### src/hdl/dsdv_pkg.sv
package dsdv_pkg;

    localparam int DEST_COUNT_DEF = 32;
    localparam int ID_W           = 5;
    localparam int SEQ_W          = 16;
    localparam int COST_W         = 16;
    localparam int FUNC_W         = 2;
    localparam int S_DATA_W       = 64;
    localparam int M_DATA_W       = 48;

    localparam logic [FUNC_W-1:0] FUNC_ADV   = 2'd0;
    localparam logic [FUNC_W-1:0] FUNC_SWEEP = 2'd1;
    localparam logic [FUNC_W-1:0] FUNC_QUERY = 2'd2;

    localparam logic [COST_W-1:0] COST_MAX = '1;

    typedef struct packed {
        logic [SEQ_W-1:0]  seq;
        logic [COST_W-1:0] cost;
        logic              reach;
        logic [ID_W-1:0]   hop;
    } route_t;

    typedef struct packed {
        route_t s1;
        route_t s0;
    } row_t;

    typedef struct packed {
        logic              last;
        logic              chg;
        logic [ID_W-1:0]   hop;
        logic              reach;
        logic [COST_W-1:0] cost;
        logic [SEQ_W-1:0]  seq;
        logic [ID_W-1:0]   dest;
    } result_t;

    typedef enum logic [2:0] {
        ST_IDLE,
        ST_RD,
        ST_EXEC,
        ST_SW_RD,
        ST_SW_EXEC,
        ST_SW_SLOT,
        ST_SW_END
    } state_t;

    function automatic logic cheaper(input logic ra, input logic [COST_W-1:0] ca,
                                     input logic rb, input logic [COST_W-1:0] cb);
        logic res;
        if (!ra) begin
            res = 1'b0;
        end else if (!rb) begin
            res = 1'b1;
        end else begin
            res = (ca < cb);
        end
        return res;
    endfunction

endpackage

### src/hdl/dsdv_route_table_update.sv
// Advertisement and query: the table row is read (ST_RD), then updated and written or answered
// (ST_EXEC) into the output register; the next input is taken back in idle; an ignored item stays idle.
// Link-down sweep: each destination row is read, updated, then its two slots are stepped, and a
// final step ends it; both can wait on a stalled output; one table address serves read and write.
// Reset (synchronous, active low) clears control, self_id and the per-row valid flags at once;
// a row not written since reset reads as sequence 0, cost 0, unreachable, next hop 0.
module dsdv_route_table_update
    import dsdv_pkg::*;
#(
    parameter int DEST_COUNT = DEST_COUNT_DEF
) (
    input  logic                aclk,
    input  logic                aresetn,
    input  logic                cfg_wr_en,
    input  logic [ID_W-1:0]     cfg_wr_data,
    input  logic                s_tvalid,
    output logic                s_tready,
    // neighbor, link_cost, link_up, dest, adv_seq, adv_cost, adv_reachable
    input  logic [S_DATA_W-1:0] s_tdata,
    // func
    input  logic [FUNC_W-1:0]   s_tuser,
    output logic                m_tvalid,
    input  logic                m_tready,
    // out_dest, out_seq, out_cost, out_reachable, out_next_hop
    output logic [M_DATA_W-1:0] m_tdata,
    // is_change
    output logic                m_tuser,
    output logic                m_tlast
);

    localparam int AW = (DEST_COUNT > 1) ? $clog2(DEST_COUNT) : 1;
    localparam int DW = (AW > ID_W) ? AW : ID_W;
    localparam int CW = 9;

    state_t              state_reg, state_next;
    logic [ID_W-1:0]     self_id_reg;

    logic [FUNC_W-1:0]   func_reg, func_next;
    logic [ID_W-1:0]     nb_reg, nb_next;
    logic [COST_W-1:0]   lcost_reg, lcost_next;
    logic                lup_reg, lup_next;
    logic [ID_W-1:0]     dest_reg, dest_next;
    logic [SEQ_W-1:0]    aseq_reg, aseq_next;
    logic [COST_W-1:0]   acost_reg, acost_next;
    logic                areach_reg, areach_next;
    logic                oor_reg, oor_next;
    logic [COST_W-1:0]   nc_reg, nc_next;
    logic                nr_reg, nr_next;

    logic [AW-1:0]       addr_reg, addr_next;
    logic                sub_reg, sub_next;
    logic                m0_reg, m0_next, m1_reg, m1_next;
    result_t             cand0_reg, cand0_next, cand1_reg, cand1_next;
    logic                pend_valid_reg, pend_valid_next;
    result_t             pend_reg, pend_next;

    logic                m_valid_reg, m_valid_next;
    result_t             m_data_reg, m_data_next;

    row_t                mem [DEST_COUNT];
    logic [DEST_COUNT-1:0] row_valid_reg;
    row_t                rd_data_reg;
    logic                rd_valid_reg;
    logic                mem_we;
    row_t                mem_wdata;

    logic                s_fire, out_free;
    logic [ID_W-1:0]     in_nb, in_dest;
    logic [AW-1:0]       in_idx;
    logic                in_oor;
    row_t                cur_row, adv_row, sw_row;
    route_t              new_route;
    logic                adv_dirty;
    logic                exec_need_out, exec_stall;
    logic                slot_m, slot_stall, sw_last_row;
    logic [COST_W:0]     cost_sum;

    assign in_nb    = s_tdata[4:0];
    assign in_dest  = s_tdata[26:22];
    assign in_idx   = DW'(in_dest) >> 0 == '0 ? '0 : AW'(DW'(in_dest));
    assign in_oor   = (CW'(in_dest) >= CW'(DEST_COUNT));

    assign s_tready = (state_reg == ST_IDLE);
    assign s_fire   = s_tvalid && s_tready;
    assign out_free = !m_valid_reg || m_tready;

    assign cur_row  = rd_valid_reg ? rd_data_reg : '0;
    assign cost_sum = {1'b0, lcost_reg} + {1'b0, acost_reg};

    assign new_route = '{seq: aseq_reg, cost: nc_reg, reach: nr_reg, hop: nb_reg};

    always_comb begin
        adv_row   = cur_row;
        adv_dirty = 1'b0;
        if (aseq_reg > cur_row.s0.seq) begin
            adv_row.s1 = aseq_reg[0] ? new_route : cur_row.s0;
            adv_row.s0 = new_route;
            adv_dirty  = 1'b1;
        end else begin
            if (aseq_reg == cur_row.s0.seq &&
                cheaper(nr_reg, nc_reg, cur_row.s0.reach, cur_row.s0.cost)) begin
                adv_row.s0 = new_route;
                adv_dirty  = 1'b1;
            end
            if (aseq_reg == cur_row.s1.seq &&
                cheaper(nr_reg, nc_reg, cur_row.s1.reach, cur_row.s1.cost)) begin
                adv_row.s1 = new_route;
                adv_dirty  = 1'b1;
            end
        end
    end

    always_comb begin
        sw_row = cur_row;
        if (cur_row.s0.reach && cur_row.s0.hop == nb_reg) begin
            sw_row.s0.reach = 1'b0;
            sw_row.s0.cost  = '0;
            sw_row.s0.seq   = cur_row.s0.seq + SEQ_W'(1);
        end
        if (cur_row.s1.reach && cur_row.s1.hop == nb_reg) begin
            sw_row.s1.reach = 1'b0;
            sw_row.s1.cost  = '0;
            sw_row.s1.seq   = cur_row.s1.seq + SEQ_W'(1);
        end
    end

    assign exec_need_out = (func_reg == FUNC_QUERY) || adv_dirty;
    assign exec_stall    = exec_need_out && !out_free;
    assign slot_m        = sub_reg ? m1_reg : m0_reg;
    assign slot_stall    = slot_m && pend_valid_reg && !out_free;
    assign sw_last_row   = (addr_reg == AW'(DEST_COUNT - 1));

    always_comb begin
        state_next = state_reg;
        case (state_reg)
            ST_IDLE: begin
                if (s_fire) begin
                    case (s_tuser)
                        FUNC_ADV: begin
                            if (in_dest != self_id_reg && !in_oor) begin
                                state_next = ST_RD;
                            end
                        end
                        FUNC_SWEEP: state_next = ST_SW_RD;
                        FUNC_QUERY: state_next = ST_RD;
                        default:    state_next = ST_IDLE;
                    endcase
                end
            end
            ST_RD:      state_next = ST_EXEC;
            ST_EXEC: begin
                if (!exec_stall) begin
                    state_next = ST_IDLE;
                end
            end
            ST_SW_RD:   state_next = ST_SW_EXEC;
            ST_SW_EXEC: state_next = ST_SW_SLOT;
            ST_SW_SLOT: begin
                if (!slot_stall && sub_reg) begin
                    state_next = sw_last_row ? ST_SW_END : ST_SW_RD;
                end
            end
            ST_SW_END: begin
                if (!pend_valid_reg || out_free) begin
                    state_next = ST_IDLE;
                end
            end
            default:    state_next = ST_IDLE;
        endcase
    end

    always_comb begin
        func_next       = func_reg;
        nb_next         = nb_reg;
        lcost_next      = lcost_reg;
        lup_next        = lup_reg;
        dest_next       = dest_reg;
        aseq_next       = aseq_reg;
        acost_next      = acost_reg;
        areach_next     = areach_reg;
        oor_next        = oor_reg;
        nc_next         = nc_reg;
        nr_next         = nr_reg;
        addr_next       = addr_reg;
        sub_next        = sub_reg;
        m0_next         = m0_reg;
        m1_next         = m1_reg;
        cand0_next      = cand0_reg;
        cand1_next      = cand1_reg;
        pend_valid_next = pend_valid_reg;
        pend_next       = pend_reg;
        m_valid_next    = m_valid_reg && !m_tready;
        m_data_next     = m_data_reg;
        mem_we          = 1'b0;
        mem_wdata       = adv_row;

        case (state_reg)
            ST_IDLE: begin
                if (s_fire) begin
                    func_next       = s_tuser;
                    nb_next         = in_nb;
                    lcost_next      = s_tdata[20:5];
                    lup_next        = s_tdata[21];
                    dest_next       = in_dest;
                    aseq_next       = s_tdata[42:27];
                    acost_next      = s_tdata[58:43];
                    areach_next     = s_tdata[59];
                    oor_next        = in_oor;
                    addr_next       = (s_tuser == FUNC_SWEEP) ? '0 : in_idx;
                    sub_next        = 1'b0;
                    pend_valid_next = 1'b0;
                end
            end
            ST_RD: begin
                nr_next = lup_reg && areach_reg;
                if (!(lup_reg && areach_reg)) begin
                    nc_next = '0;
                end else if (cost_sum[COST_W]) begin
                    nc_next = COST_MAX;
                end else begin
                    nc_next = cost_sum[COST_W-1:0];
                end
            end
            ST_EXEC: begin
                if (!exec_stall) begin
                    if (func_reg == FUNC_QUERY) begin
                        m_data_next.dest = dest_reg;
                        m_data_next.chg  = 1'b0;
                        m_data_next.last = 1'b1;
                        if (oor_reg) begin
                            m_data_next.seq   = '0;
                            m_data_next.cost  = '0;
                            m_data_next.reach = 1'b0;
                            m_data_next.hop   = '0;
                        end else if (cheaper(cur_row.s1.reach, cur_row.s1.cost,
                                             cur_row.s0.reach, cur_row.s0.cost)) begin
                            m_data_next.seq   = cur_row.s1.seq;
                            m_data_next.cost  = cur_row.s1.reach ? cur_row.s1.cost : '0;
                            m_data_next.reach = cur_row.s1.reach;
                            m_data_next.hop   = cur_row.s1.hop;
                        end else begin
                            m_data_next.seq   = cur_row.s0.seq;
                            m_data_next.cost  = cur_row.s0.reach ? cur_row.s0.cost : '0;
                            m_data_next.reach = cur_row.s0.reach;
                            m_data_next.hop   = cur_row.s0.hop;
                        end
                        m_valid_next = 1'b1;
                    end else if (adv_dirty) begin
                        mem_we       = 1'b1;
                        mem_wdata    = adv_row;
                        m_data_next  = '{last: 1'b1, chg: 1'b1, hop: nb_reg, reach: nr_reg,
                                         cost: nc_reg, seq: aseq_reg, dest: dest_reg};
                        m_valid_next = 1'b1;
                    end
                end
            end
            ST_SW_EXEC: begin
                mem_we     = 1'b1;
                mem_wdata  = sw_row;
                m0_next    = cur_row.s0.reach && cur_row.s0.hop == nb_reg;
                m1_next    = cur_row.s1.reach && cur_row.s1.hop == nb_reg;
                cand0_next = '{last: 1'b0, chg: 1'b1, hop: sw_row.s0.hop, reach: 1'b0,
                               cost: '0, seq: sw_row.s0.seq,
                               dest: DW'(addr_reg) >> 0 == '0 ? '0 : ID_W'(DW'(addr_reg))};
                cand1_next = '{last: 1'b0, chg: 1'b1, hop: sw_row.s1.hop, reach: 1'b0,
                               cost: '0, seq: sw_row.s1.seq,
                               dest: DW'(addr_reg) >> 0 == '0 ? '0 : ID_W'(DW'(addr_reg))};
            end
            ST_SW_SLOT: begin
                if (!slot_stall) begin
                    if (slot_m) begin
                        if (pend_valid_reg) begin
                            m_data_next  = pend_reg;
                            m_valid_next = 1'b1;
                        end
                        pend_next       = sub_reg ? cand1_reg : cand0_reg;
                        pend_valid_next = 1'b1;
                    end
                    sub_next = !sub_reg;
                    if (sub_reg && !sw_last_row) begin
                        addr_next = addr_reg + AW'(1);
                    end
                end
            end
            ST_SW_END: begin
                if (pend_valid_reg && out_free) begin
                    m_data_next      = pend_reg;
                    m_data_next.last = 1'b1;
                    m_valid_next     = 1'b1;
                    pend_valid_next  = 1'b0;
                end
            end
            default: begin
                mem_we = 1'b0;
            end
        endcase
    end

    always_ff @(posedge aclk) begin
        if (mem_we) begin
            mem[addr_reg] <= mem_wdata;
        end
        rd_data_reg <= mem[addr_reg];
    end

    always_ff @(posedge aclk) begin
        if (!aresetn) begin
            state_reg      <= ST_IDLE;
            self_id_reg    <= '0;
            row_valid_reg  <= '0;
            rd_valid_reg   <= 1'b0;
            pend_valid_reg <= 1'b0;
            m_valid_reg    <= 1'b0;
            sub_reg        <= 1'b0;
            addr_reg       <= '0;
        end else begin
            state_reg      <= state_next;
            if (cfg_wr_en) begin
                self_id_reg <= cfg_wr_data;
            end
            if (mem_we) begin
                row_valid_reg[addr_reg] <= 1'b1;
            end
            rd_valid_reg   <= row_valid_reg[addr_reg];
            pend_valid_reg <= pend_valid_next;
            m_valid_reg    <= m_valid_next;
            sub_reg        <= sub_next;
            addr_reg       <= addr_next;
        end
    end

    always_ff @(posedge aclk) begin
        func_reg   <= func_next;
        nb_reg     <= nb_next;
        lcost_reg  <= lcost_next;
        lup_reg    <= lup_next;
        dest_reg   <= dest_next;
        aseq_reg   <= aseq_next;
        acost_reg  <= acost_next;
        areach_reg <= areach_next;
        oor_reg    <= oor_next;
        nc_reg     <= nc_next;
        nr_reg     <= nr_next;
        m0_reg     <= m0_next;
        m1_reg     <= m1_next;
        cand0_reg  <= cand0_next;
        cand1_reg  <= cand1_next;
        pend_reg   <= pend_next;
        m_data_reg <= m_data_next;
    end

    assign m_tvalid = m_valid_reg;
    assign m_tdata  = {5'b0, m_data_reg.hop, m_data_reg.reach, m_data_reg.cost,
                       m_data_reg.seq, m_data_reg.dest};
    assign m_tuser  = m_data_reg.chg;
    assign m_tlast  = m_data_reg.last;

endmodule

### config.mk
export PLATFORM = sky130hd
export DESIGN_NAME = dsdv_route_table_update
export DESIGN_NICKNAME = d
export VERILOG_FILES = /design/src/hdl/dsdv_pkg.sv /design/src/hdl/dsdv_route_table_update.sv
export SDC_FILE = /design/constraint.sdc
export NUM_CORES = 2
export LEC_CHECK = 0
export BUFFER_PORTS_ARGS = -buffer_cell sky130_fd_sc_hd__buf_4
export CAP_MARGIN = 5
export CORE_UTILIZATION = 60
export DETAILED_ROUTE_END_ITERATION = 8
export MAX_ROUTING_LAYER = met4
export PLACE_DENSITY_LB_ADDON = 0.08
export SYNTH_ARGS = -nofsm -noshare
export SYNTH_HDL_FRONTEND = slang
export SYNTH_SLANG_ARGS = --single-unit
### constraint.sdc
create_clock -name aclk -period 12.1 [get_ports aclk]
set_input_delay 0.605 -clock aclk [delete_from_list [all_inputs] [get_ports aclk]]
set_output_delay 0.605 -clock aclk [all_outputs]
set_load 0.01 [all_outputs]
==> reports/summary.txt <==
Status: complete, no violations
Post-route cell area: 0.122 mm^2
Post-synthesis sequential area ratio: 75.6%
FF+latch count, synth: 2756
Worst Hold Class: in2reg
Critical R2R Capture: mem[3][12]$_DFFE_PP_
Post-Syn Area: 0.108 mm^2
DRC: 0
Pleak: 38.2 nW
Reg2reg path depth: 15
Overall routing resource usage: 33.3%
Xor/xnor cell area share of the yosys netlist: 0.406%
Skew final: 66.1 ps
DR vias/cell: 6.91
CP top delay family: buffers and inverters
Worst-case clock buffer depth: 4
Max Freq: 151 MHz
First-pass GRT wire length: 409000 um
Fill cell count: 11300
Post-synth EDFFs: 2631
Crit path max fanout: 68
Synth unique cells: 79
Ports: 128
Critical Path Start Type: flop
Core area: 0.178 mm^2
Crit path buf inv count: 6
Nets: 5874
Mux contribution to synthesized area: 13.5%
Worst Tran Pin Value: 1350 ps
Total negative setup slack: 0 ps
Vias in the first global route: 55700
Final setup violating endpoints: 0
CTS clk-pin slew, worst paths: 60 ps
Reg-to-reg slack, setup: 5480 ps
Dpl cell area: 0.112 mm^2
Cts repair resizes: 0
Antenna Violating Nets Remaining: 0
Max Slew Vio Count: 0
Via count: 57100
Adder-Cell Fraction of Synth Area: 1.01%
Die W: 426 um
Initial Util: 60.4%
CTS H-tree depth: 5
Cell Pwr Density: 195 mW/mm^2
Largest net degree at the start of global routing: 113
Top_reg_cell synth: edfxtp_1
Worst path cell trace: buf_4 -> and2_1 -> inv_1 -> ha_1 -> nand4_1 -> nor4_2 -> buf_4 -> o2111ai_1 -> nand4b_1 -> nand2_2 -> o21ai_4 -> buf_4 -> a211oi_4 -> buf_4 -> buf_4
Post-DP HPWL: 158000 um
Cts bufs inserted: 289
RD Place Congestion: 0.944
Crit path time final: 6620 ps
Synth Area in Simple Gates: 2.75%
IO Port Bufs: 118
CTS tree: yes
Final hold vios: 0
Grt total ovfl: 0
Clk root buf: clkbuf_16
Final non-filler cell total: 8264
Crit share post-route: 54.7%
Die Y-Extent: 426 um
Largest family of logic cells by synthesized area: multiplexers
Row cnt: 155
Setup crit end: mem[3][12]$_DFFE_PP_
Die footprint: 0.181 mm^2
Clk_lat worst skew: 930 ps
CP arrival: 7140 ps
Setup CP Type: reg2reg
# hold bufs at CTS: 72
Post-CTS Setup Bufs: 0
Initial DRC count: 7047
Max-Cap Viols: 0
Worst Setup End Kind: flop
Initial antenna violation count: 4
Syn Area/Cell: 20.1 um^2
Max-slew headroom: 10.2%
Number of flip-flops in the largest register: 2432
VDD IR max: 155 uV
Clock Sinks: 2756
Crit path from: rd_valid_reg$_SDFF_PN0_
RSZ-0062 raised after global routing: false
WL/cell: 35.0 um
Cell mode on critical path: buf_4
FF-to-FF Start: rd_valid_reg$_SDFF_PN0_
Req. time, crit path: 12620 ps
DRT Pass-1 Iters: 5
Crit path max-delay cell type: buf_4
Post-Synthesis Cells: 5370
Stages on worst setup path: 15
Ys async rst share: 0%
Wirelength, routed: 289000 um
Synth warnings: 0
Max stage delay on crit path: 930 ps
P&R area growth vs syn: 13.3%
Compound-cell area share of the yosys netlist: 5.28%
Placed Cells: 7701
Layout cells sized above 1: 24.4%
## logic make-up after synthesis
kind of cell,count (synthesis)
compound gates,797
flops,2756
simple gates,608
mux,676
other cells,1
xor+xnor,50
fa+ha+maj,86
buf+inv,396
## how the worst min path moves through the flow
stage / start / endpoint / slack (ps) / cells after the start
after floorplan: cand1_reg[0]$_SDFFCE_PN0P_ / pend_reg[0]$_DFFE_PP_ / 400 / 0
after global placement: cand1_reg[3]$_SDFFCE_PN0P_ / pend_reg[3]$_DFFE_PP_ / 400 / 0
after detailed placement: cand1_reg[4]$_SDFFCE_PN0P_ / pend_reg[4]$_DFFE_PP_ / 410 / 0
after CTS: aresetn / row_valid_reg[4]$_SDFFE_PN0P_ / 110 / 2
after global routing: aresetn / row_valid_reg[6]$_SDFFE_PN0P_ / 150 / 2
final: aresetn / row_valid_reg[6]$_SDFFE_PN0P_ / 160 / 2
## per-stage QoR
step	power, mW	setup WS, ps	util (%)	hold WS, ps
global route	24.4	5370	68.4	149
global placement	15.3	5670	63.0	404
finish	23.8	5480	68.4	165
CTS	23.8	5630	68.4	110
floorplan	13.9	2700	-	400
detailed placement	15.4	5610	63.0	405
## placed cells by master (no fill, tap or decap), types with 33 or more instances in the layout
master            n
a21oi_1         104
a22oi_1         308
buf_4           286
clkbuf_1         63
clkbuf_16       296
clkinv_1         45
clkinv_2         37
dfxtp_1         122
dlygate4sd3_1    72
edfxtp_1       2631
ha_1             85
inv_1            70
mux4_2          616
nand2_1         206
nand4_1          96
nor2_1          131
o21a_1           48
o21ai_0          75
xnor2_1          33
## power breakdown
part / switching (mW) / internal [mW]
clock network: 3.49 / 5.01
registers: 0.351 / 11.3
logic: 2.35 / 1.24
## cell type report
| cell class | instances | area [um^2] | share of cell area, % |
|---|---|---|---|
| tap | 2355 | 2950 | 2.41 |
| timing repair buffer | 370 | 3110 | 2.54 |
| inverter | 73 | 277 | 0.226 |
| clock buffer | 372 | 7820 | 6.41 |
| antenna | 1 | 2.50 | 0.00205 |
| sequential | 2756 | 81500 | 66.8 |
| clock inverter | 115 | 1120 | 0.920 |
| multi-input combinational | 2222 | 25300 | 20.7 |
## synthesized netlist by cell type, types with 27 or more instances
master	n	share of area, %
ha_1	85	0.99
mux2_2	31	0.32
mux4_2	616	13
a211oi_2	30	0.35
inv_1	70	0.24
o21a_1	48	0.33
o21ai_0	95	0.44
nand2_1	208	0.72
clkbuf_1	231	0.80
nor2_1	135	0.47
a22oi_1	308	2.1
buf_1	68	0.24
nand3_1	27	0.13
dfxtp_1	125	2.3
xnor2_1	33	0.27
edfxtp_1	2631	73
nand4_1	96	0.56
a21oi_1	109	0.51
mux2i_1	29	0.27
a31oi_1	28	0.16
## routing by layer
metal  wire (um)  global-route usage (%)
met5           0                       -
met4       12800                    12.8
met3       26100                    4.93
met2      137000                    50.1
met1      113000                    46.8
## worst register-to-register path, delay by kind of cell, from the launching register on
| kind | cells | cell delay (ps) |
|---|---|---|
| AO/OA/AOI/OAI | 3 | 550 |
| adder cells (fa/ha/maj) | 1 | 330 |
| buffers and inverters | 6 | 3240 |
| AND/OR/NAND/NOR | 5 | 1430 |
| flip-flops | 1 | 670 |
No activity file was read; power rests on OpenSTA's default activity.
